**src/rtl/core/ssr_pkg.sv**
```systemverilog
// Shared constants and register codes for the stream substring replacer.
`default_nettype none

package ssr_pkg;

    localparam int DATA_W          = 8;
    localparam int CFG_W           = 64;
    localparam int LEN_W           = 4;
    localparam int CFG_IDX_W       = 2;

    localparam int MAX_NEEDLE_DEF  = 8;
    localparam int MAX_REPL_DEF    = 8;

    localparam logic [CFG_W-1:0] NEEDLE_BYTES_RST = CFG_W'(64'h2C);
    localparam logic [LEN_W-1:0] NEEDLE_LEN_RST   = LEN_W'(4'd1);
    localparam logic [CFG_W-1:0] REPL_BYTES_RST   = CFG_W'(64'h0A2C);
    localparam logic [LEN_W-1:0] REPL_LEN_RST     = LEN_W'(4'd2);

    typedef enum logic [CFG_IDX_W-1:0] {
        CFG_NEEDLE_BYTES = 2'd0,
        CFG_NEEDLE_LEN   = 2'd1,
        CFG_REPL_BYTES   = 2'd2,
        CFG_REPL_LEN     = 2'd3
    } t_cfg_idx;

endpackage

`default_nettype wire

```
**src/rtl/core/stream_substring_replace_top.sv**
```systemverilog
// Streaming find-and-replace: one text byte per request, bursts of result bytes out.
//
// Input channel: i_text_valid / o_text_stall carry one text byte and an end-of-text
// flag per request. Output channel: o_res_valid / i_res_stall carry one result byte
// per request with byte_valid, text_done and run_last flags.
// Configuration: write i_cfg_data to register i_cfg_index when i_cfg_we is high
// (0 needle bytes, 1 needle length, 2 replacement bytes, 3 replacement length).
// Write only while the block is idle.
// The first result of a request passes through the holding slot, then the drain register.
// Throughput: one request per cycle while each request causes at most one result
// and the receiver does not stall. A request that causes several results holds
// the output until all are taken; the drain register is the one-result-per-cycle
// port that sets this, and a holding slot in front of it lets the next request
// enter while a burst still drains.
// Reset (synchronous, active low) empties the window and both result slots and
// restores the default job: ',' becomes ",\n".
// When the receiver stalls, the current result holds; the holding slot takes one
// more request, then o_text_stall rises until the drain register frees up.
`default_nettype none

module stream_substring_replace_top
    import ssr_pkg::*;
#(
    parameter int MAX_NEEDLE      = MAX_NEEDLE_DEF,
    parameter int MAX_REPLACEMENT = MAX_REPL_DEF
) (
    input  wire logic                 i_clk,
    input  wire logic                 i_rst_n,
    // configuration write port
    input  wire logic                 i_cfg_we,
    input  wire logic [CFG_IDX_W-1:0] i_cfg_index,
    input  wire logic [CFG_W-1:0]     i_cfg_data,
    // text request channel
    input  wire logic                 i_text_valid,
    output logic                      o_text_stall,
    input  wire logic [DATA_W-1:0]    i_text_byte,
    input  wire logic                 i_end_of_text,
    // result request channel
    output logic                      o_res_valid,
    input  wire logic                 i_res_stall,
    output logic [DATA_W-1:0]         o_out_byte,
    output logic                      o_byte_valid,
    output logic                      o_text_done,
    output logic                      o_run_last
);

    localparam int BURST_D = (MAX_NEEDLE > MAX_REPLACEMENT) ? MAX_NEEDLE : MAX_REPLACEMENT;
    localparam int FILL_W  = $clog2(MAX_NEEDLE + 1);
    localparam int CNT_W   = $clog2(BURST_D + 1);

    typedef struct packed {
        logic [BURST_D-1:0][DATA_W-1:0] bytes;
        logic [CNT_W-1:0]               cnt;
        logic                           bvalid;
        logic                           done;
    } t_burst;

    // configuration registers
    logic [CFG_W-1:0] r_needle_bytes;
    logic [LEN_W-1:0] r_needle_len;
    logic [CFG_W-1:0] r_repl_bytes;
    logic [LEN_W-1:0] r_repl_len;

    // window of bytes not yet sent, entry 0 oldest
    logic [MAX_NEEDLE-1:0][DATA_W-1:0] r_win, n_win;
    logic [FILL_W-1:0]                 r_fill, n_fill;

    // holding slot and drain register
    logic   r_a_full, n_a_full;
    t_burst r_a, n_a;
    logic [CNT_W-1:0]               r_b_left, n_b_left;
    logic [BURST_D-1:0][DATA_W-1:0] r_b_bytes, n_b_bytes;
    logic                           r_b_bvalid, n_b_bvalid;
    logic                           r_b_done, n_b_done;

    logic accept, take, b_free, a_move;

    // per-request datapath
    logic [FILL_W-1:0]                 nlen, f1;
    logic [CNT_W-1:0]                  rlen;
    logic [MAX_NEEDLE-1:0][DATA_W-1:0] w;
    logic                              append, match, do_match, do_shift;
    t_burst                            burst;

    // ---------------------------------------------------------------
    // Configuration
    // ---------------------------------------------------------------
    always_ff @(posedge i_clk) begin
        if (!i_rst_n) begin
            r_needle_bytes <= NEEDLE_BYTES_RST;
            r_needle_len   <= NEEDLE_LEN_RST;
            r_repl_bytes   <= REPL_BYTES_RST;
            r_repl_len     <= REPL_LEN_RST;
        end else if (i_cfg_we) begin
            unique case (t_cfg_idx'(i_cfg_index))
                CFG_NEEDLE_BYTES: r_needle_bytes <= i_cfg_data;
                CFG_NEEDLE_LEN:   r_needle_len   <= i_cfg_data[LEN_W-1:0];
                CFG_REPL_BYTES:   r_repl_bytes   <= i_cfg_data;
                CFG_REPL_LEN:     r_repl_len     <= i_cfg_data[LEN_W-1:0];
            endcase
        end
    end

    // ---------------------------------------------------------------
    // Handshake
    // ---------------------------------------------------------------
    assign o_res_valid  = (r_b_left != '0);
    assign take         = o_res_valid && !i_res_stall;
    assign b_free       = (r_b_left == '0) || ((r_b_left == CNT_W'(1)) && take);
    assign a_move       = r_a_full && b_free;
    assign o_text_stall = r_a_full && !a_move;
    assign accept       = i_text_valid && !o_text_stall;

    // ---------------------------------------------------------------
    // Window update and result burst for the incoming byte
    // ---------------------------------------------------------------
    always_comb begin
        // clamp the needle length to 1..MAX_NEEDLE, the replacement to MAX_REPLACEMENT
        if (r_needle_len == '0) begin
            nlen = FILL_W'(1);
        end else if (r_needle_len > LEN_W'(MAX_NEEDLE)) begin
            nlen = FILL_W'(MAX_NEEDLE);
        end else begin
            nlen = FILL_W'(r_needle_len);
        end
        if (r_repl_len > LEN_W'(MAX_REPLACEMENT)) begin
            rlen = CNT_W'(MAX_REPLACEMENT);
        end else begin
            rlen = CNT_W'(r_repl_len);
        end

        // append the new byte behind the pending ones
        append = (r_fill < FILL_W'(MAX_NEEDLE));
        for (int i = 0; i < MAX_NEEDLE; i++) begin
            w[i] = (append && (r_fill == FILL_W'(i))) ? i_text_byte : r_win[i];
        end
        f1 = append ? r_fill + FILL_W'(1) : r_fill;

        // parallel compare against the needle
        match = 1'b1;
        for (int i = 0; i < MAX_NEEDLE; i++) begin
            if ((FILL_W'(i) < nlen) && (w[i] != r_needle_bytes[DATA_W*i +: DATA_W])) begin
                match = 1'b0;
            end
        end

        priority if (f1 > nlen) begin
            do_match = 1'b0;
            do_shift = 1'b1;
        end else if (f1 == nlen) begin
            do_match = match;
            do_shift = !match;
        end else begin
            // window still short of the needle: hold
            do_match = 1'b0;
            do_shift = 1'b0;
        end

        // burst contents: the replacement on a match, else the window from its oldest byte
        burst.bytes = '0;
        for (int i = 0; i < BURST_D; i++) begin
            if (do_match) begin
                if (i < MAX_REPLACEMENT) begin
                    burst.bytes[i] = r_repl_bytes[DATA_W*i +: DATA_W];
                end
            end else if (i < MAX_NEEDLE) begin
                burst.bytes[i] = w[i];
            end
        end
        burst.bvalid = 1'b1;
        burst.done   = i_end_of_text;

        n_win = w;
        if (do_match) begin
            burst.cnt = rlen;
            n_fill    = '0;
        end else if (do_shift) begin
            // send the oldest byte; at end of text flush the rest behind it
            for (int i = 0; i < MAX_NEEDLE - 1; i++) begin
                n_win[i] = w[i+1];
            end
            burst.cnt = i_end_of_text ? CNT_W'(f1) : CNT_W'(1);
            n_fill    = i_end_of_text ? '0 : f1 - FILL_W'(1);
        end else begin
            burst.cnt = i_end_of_text ? CNT_W'(f1) : '0;
            n_fill    = i_end_of_text ? '0 : f1;
        end

        // end of text with nothing to send: one marker result without a byte
        if (i_end_of_text && (burst.cnt == '0)) begin
            burst.cnt      = CNT_W'(1);
            burst.bvalid   = 1'b0;
            burst.bytes[0] = '0;
        end
    end

    // ---------------------------------------------------------------
    // Holding slot and drain register next state
    // ---------------------------------------------------------------
    always_comb begin
        n_a_full = (r_a_full && !a_move) || (accept && (burst.cnt != '0));
        n_a      = (accept && (burst.cnt != '0)) ? burst : r_a;

        n_b_left   = r_b_left;
        n_b_bytes  = r_b_bytes;
        n_b_bvalid = r_b_bvalid;
        n_b_done   = r_b_done;
        if (a_move) begin
            n_b_left   = r_a.cnt;
            n_b_bytes  = r_a.bytes;
            n_b_bvalid = r_a.bvalid;
            n_b_done   = r_a.done;
        end else if (take) begin
            // advance to the next byte of the burst
            n_b_left = r_b_left - CNT_W'(1);
            for (int i = 0; i < BURST_D - 1; i++) begin
                n_b_bytes[i] = r_b_bytes[i+1];
            end
        end
    end

    // control state
    always_ff @(posedge i_clk) begin
        if (!i_rst_n) begin
            r_fill   <= '0;
            r_a_full <= 1'b0;
            r_b_left <= '0;
        end else begin
            if (accept) begin
                r_fill <= n_fill;
            end
            r_a_full <= n_a_full;
            r_b_left <= n_b_left;
        end
    end

    // payload
    always_ff @(posedge i_clk) begin
        if (accept) begin
            r_win <= n_win;
        end
        r_a        <= n_a;
        r_b_bytes  <= n_b_bytes;
        r_b_bvalid <= n_b_bvalid;
        r_b_done   <= n_b_done;
    end

    assign o_out_byte   = r_b_bytes[0];
    assign o_byte_valid = r_b_bvalid;
    assign o_run_last   = (r_b_left == CNT_W'(1));
    assign o_text_done  = r_b_done && (r_b_left == CNT_W'(1));

    // ---------------------------------------------------------------
    // Assertions
    // ---------------------------------------------------------------
    // between requests the window always has room for the next byte
    a_fill_room: assert property (@(posedge i_clk) disable iff (!i_rst_n)
        r_fill < FILL_W'(MAX_NEEDLE))
        else $error("window fill reached its depth between requests");

    a_burst_len: assert property (@(posedge i_clk) disable iff (!i_rst_n)
        r_b_left <= CNT_W'(BURST_D))
        else $error("drain count exceeds burst depth");

    // a result without a byte only marks the end of a text, alone in its burst
    a_marker: assert property (@(posedge i_clk) disable iff (!i_rst_n)
        (o_res_valid && !o_byte_valid) |-> (o_text_done && o_run_last))
        else $error("byteless result that is not an end marker");

    // a full holding slot moves on as soon as the drain register frees up
    a_slot_move: assert property (@(posedge i_clk) disable iff (!i_rst_n)
        (r_a_full && (r_b_left == '0)) |=> (r_b_left != '0))
        else $error("holding slot not transferred to an empty drain register");

endmodule

`default_nettype wire

```
**config.mk**
```make
export PLATFORM = sky130hd
export DESIGN_NAME = stream_substring_replace_top
export DESIGN_NICKNAME = d
export VERILOG_FILES = /design/src/rtl/core/ssr_pkg.sv /design/src/rtl/core/stream_substring_replace_top.sv
export SDC_FILE = /design/constraint.sdc
export NUM_CORES = 1
export LEC_CHECK = 0
export ABC_AREA = 1
export BUFFER_PORTS_ARGS = -buffer_cell sky130_fd_sc_hd__buf_2
export CAP_MARGIN = 20
export CORE_ASPECT_RATIO = 1.25
export CORE_MARGIN = 4
export CORE_UTILIZATION = 61
export DETAILED_ROUTE_END_ITERATION = 8
export PLACE_DENSITY = 0.86
export SYNTH_ARGS = -nofsm -noshare
export SYNTH_HDL_FRONTEND = slang
export SYNTH_SLANG_ARGS = --single-unit
export TNS_END_PERCENT = 50
```
**constraint.sdc**
```tcl
create_clock -name i_clk -period 5.96 [get_ports i_clk]
set_input_delay 0.596 -clock i_clk [delete_from_list [all_inputs] [get_ports i_clk]]
set_output_delay 0.596 -clock i_clk [all_outputs]
set_load 0.01 [all_outputs]
```
* Word-level counts from Yosys, hierarchy flattened
Index checks and enable logic that the tools add are counted.
** Cells by class
- Multiplexer cells :: 47
- Equal/unequal tests :: 20
- Add/sub/neg operators :: 3
- Reductions and logical operators :: 42
- Order comparisons :: 12
** Operators with widths (number)
- 56-bit two-way mux :: 4
- 8-bit two-way mux :: 16
- 8-bit inequality test :: 8
- 4-bit two-way mux :: 14
- 1-bit logical AND :: 24
- 4-bit by 3-bit == test with 1-bit output, second input constant :: 4
- 4-bit zero test :: 4
- 3-bit by 4-bit < comparator with 1-bit output, first input constant :: 4
- 1-bit two-way mux :: 12
- 4-bit by 1-bit == test with 1-bit output, second input constant :: 2
- 4-bit by 2-bit == test with 1-bit output, second input constant :: 2
- 4-bit > comparator, second input constant :: 2
- 1-bit by 4-bit < comparator with 1-bit output, first input constant :: 2
- 2-bit by 4-bit < comparator with 1-bit output, first input constant :: 2
- 2-bit AND reduction :: 4
- 4-bit nonzero test :: 2
- 4-bit by 1-bit subtractor with 4-bit output, second input constant :: 2
- 5-bit two-way mux :: 1
- 4-bit by 1-bit adder with 4-bit output, second input constant :: 1
- 2-bit == test, second input constant :: 2
- 4-bit == test :: 1
- 4-bit > comparator :: 1
- 1-bit zero test :: 4
- 4-bit < comparator, second input constant :: 1
- other kinds (4) :: 5
** Word-level totals
- Output and inout bits :: 13
- Register bits :: 345
- Logic and storage cells :: 160
- Input port bits :: 80

* Depth between registers and ports, before layout
- Word-level depth :: 24
- Mapped depth :: 24
- Mapped depth without buffers :: 21

* Least setup slack after synthesis
Ideal clock, no wire load.
- Path type :: register -> register
- Start :: register r_fill[0]
- End :: register r_a[0] (netlist bit), enable pin
- Setup slack :: 1.310 ns
- Arrival :: 4.226 ns
- Clock period less this slack :: 4.650 ns
- Library setup time :: 0.424 ns
- Cell stages (with the launch flop) :: 22
- Path through :: dfxtp_1 -> ha_1 -> clkbuf_1 -> nand3_2 -> buf_2 -> nand2_1 -> inv_1 -> ha_1 -> nand2_1 -> nor2_1 -> nand2_1 -> nor2_1 -> nand3_1 -> nor2_1 -> nand2_1 -> nor2_4 -> nand3_4 -> o21ai_1 -> inv_1 -> nand4_1 -> nand2_1 -> inv_1
** RTL lines
- start: declaration :: line stream_substring_replace_top.sv:66 : logic [FILL_W-1:0] r_fill, n_fill;
- start signal: assignment :: line stream_substring_replace_top.sv:230 : r_fill <= n_fill;
- end signal: assignment :: line stream_substring_replace_top.sv:242 : r_a <= n_a;
- end: declaration :: line stream_substring_replace_top.sv:70 : t_burst r_a, n_a;

==> flow_metrics.tcl <==
set metrics [dict create \
    synthTopCellsByCount "685 x nand2_1, 219 x o21ai_0, 211 x inv_1" \
    synth_nets 2116 \
    required_ps 6310 \
    outcome "complete, no violations" \
    grt.overflow.total 0 \
    wire_per_inst_um 17.9 \
    clk_latency_ps 510 \
    cts.htree.levels 2 \
    postCtsSetupBuffers 0 \
    num_vias 13600 \
    diodes 0 \
    syn_inst 2025 \
    yosys.cell_types.count 35 \
    layout.nets 2147 \
    cp-start-kind "flop" \
    core_um2 26200 \
    gp_congestion 0.939 \
    hold_path_class "in -> reg" \
    synth_top_area_cell "edfxtp_1" \
    ios 93 \
    fin_crit_sh_pct 79.1 \
    yosysMostFrequentCell "nand2_1" \
    synth_edf_count 200 \
    end_kind "flop" \
    fmax_mhz 212 \
    crit_type "reg -> reg" \
    drc_errors 0 \
    yosysWarnings 0 \
    clkPwrFrac_pct 28.9 \
    tns_ps 0 \
    swShare_pct 32.5 \
    grt_max_degree 114 \
    p_sw_mw 2.58 \
    track_usage_pct 29.4 \
    hold_viol_final 0 \
    die_w_um 154 \
    maxSlewViolCount 0 \
    worstMarginPinSlew_ps 924 \
    multi_input_area_um2 6110 \
    design_area_um2 18000 \
    timing.slew.headroom_pct 38.4 \
    grt_pass1_wl_um 68300 \
    ys_ff_latch 345 \
    clock_path_buffers 3 \
    post_drt_via_cell_ratio 5.64 \
    ant_nets 0 \
    portBuffers 92 \
    placed_area_um2 16800 \
    critPathMaxFanout 78 \
    cp.arrival_ps 5070 \
    async_flop_share_pct 0 \
    cts.clk_slew.worst_paths_ps 60 \
    cts_root_buf "clkbuf_16" \
    postCtsResizedCells 0 \
    max-cap-violations 0 \
    ys_seq_area_share_pct 54.6 \
    antenna_found_initial 3 \
    dp_hpwl_um 30800 \
    start_util_pct 62.4 \
    powerDensity_nw_per_um2 441 \
    p_seq_share_pct 44.8 \
    syn_to_final_growth_pct 10.5 \
    p_leak_nw 7.96 \
    synth.area.top_cells "edfxtp_1 37%, dfxtp_1 18%, nand2_1 16%" \
    ff_latch_area_um2 8910 \
    power.internal_mw 5.37 \
    tritoncts "built" \
    syn_area_per_cell_um2 8.06 \
    cts.sinks 345 \
    cts_buffers 34 \
    cts_hold_buf 0 \
    grt_pass1_vias 13000 \
    skew_ps 20.7 \
    netlist_area_um2 16300 \
    ir_drop_v 0.000274 \
    finalSetupViolCount 0 \
    row_count 66 \
    dr.pass1.iters 6 \
    first_iter_violations 1168 \
    rsz0062_at_grt "false" \
    netlist.area_leader.share_pct 36.8 \
    comb_power_share_pct 26.4 \
    fill_cells 2070 \
    period_minus_slack_ps 4710 \
    synth_top_flop_cell "edfxtp_1" \
    routed_wl_um 43400 \
    fp.dieH_um 191 \
    drive_gt1_share_pct 9.13 \
    dieArea_um2 29500 \
]
[critical path, stage by stage, from the launching register on]
cell and delay, ps:
dfxtp_1 490, nor2_4 660, nand2_2 370, o21ai_0 600, nand2_1 100, nand2_1 90, nor2_1 40, nand2_1 60
nor2_1 70, nand2_1 80, nand3_2 140, nand3_4 210, buf_4 640, nand2_4 70, inv_2 340, buf_4 310
nor2_1 60, a31oi_1 160
[layout make-up]
type	instances	share of cell area, %
Clock inverter	8	0.936
Timing Repair Buffer	107	3.26
Sequential cell	345	49.4
Tap cell	340	2.36
Inverter	218	4.54
Multi-Input combinational cell	1350	33.9
Clock buffer	52	5.67
[power groups by stage]
stage	Clock [mW]	Combinational, mW	Sequential [mW]
3_3_place_gp	0	1.98	3.58
6_report	2.30	2.10	3.56
4_1_cts	2.30	2.08	3.56
2_1_floorplan	0	1.45	3.56
3_5_place_dp	0	2.06	3.60
5_1_grt	2.41	2.36	3.60
[layout by cell type, fill, tap and decap left out, drive strengths merged]
cell	instances
and2	1
nor3	6
a21oi	106
edfxtp	200
bufinv	5
xor2	6
inv	218
o21ai	250
o31ai	3
nand3b	28
nand2	691
a2111o	1
dfxtp	145
o311ai	1
clkinv	3
nand3	101
clkbuf	52
a31oi	9
ha	11
nor2	117
xnor2	1
buf	107
o211ai	7
nand4	11
[path summary, 6_finish.rpt]
kind	from	to	slack, ps	depth (start not counted)
setup reg to reg	r_fill[2]	r_win[1]	1250	17
hold reg to reg	r_a[62]	r_b_bytes[56]	420	0
hold / removal	i_cfg_data[11]	r_repl_bytes[11]	320	3
setup / recovery	r_fill[2]	r_win[1]	1250	17
[state kept, by name (all words and copies together), names as in the netlist]
name,count
r_repl_bytes,64
r_a,70
r_b_bytes,56
o_byte_valid,1
r_a_full,1
r_needle_bytes,64
r_b_done,1
r_b_left,4
r_fill,4
r_needle_len,4
r_repl_len,4
o_out_byte,8
r_win,64
[per-layer routing]
layer | wire [um] | track usage [%] | part of all wire, % | vias up
li1 | - | - | - | 6633
met1 | 17500 | 39.0 | 40 | 6316
met2 | 20800 | 49.7 | 48 | 588
met3 | 3520 | 4.03 | 8.1 | 105
met4 | 1510 | 10.4 | 3.5 | 2
met5 | 12 | 0 | 0.028 | -
[per-stage QoR]
stage	cells	power (mW)	worst slack, ps	util (%)	hold slack, ps
finish	2420	7.95	1250	68.9	318
global route	2420	8.37	929	68.9	330
CTS	2420	7.94	1370	68.9	311
detailed placement	2360	5.66	1430	64.4	406
global placement	2360	5.56	1600	64.4	405
floorplan	2025	5.01	1310	-	400
[cells by family (layout without fill, tap and decap cells)]
group / Yosys count / in the layout / synth area share [%]
xor+xnor: 7 / 7 / 0.376
compound gates: 377 / 377 / 11.9
simple gates: 955 / 955 / 24.2
buf+inv: 330 / 385 / 8.11
fa+ha+maj: 11 / 11 / 0.843
flops: 345 / 345 / 54.6
No activity file was read; power rests on OpenSTA's default activity.
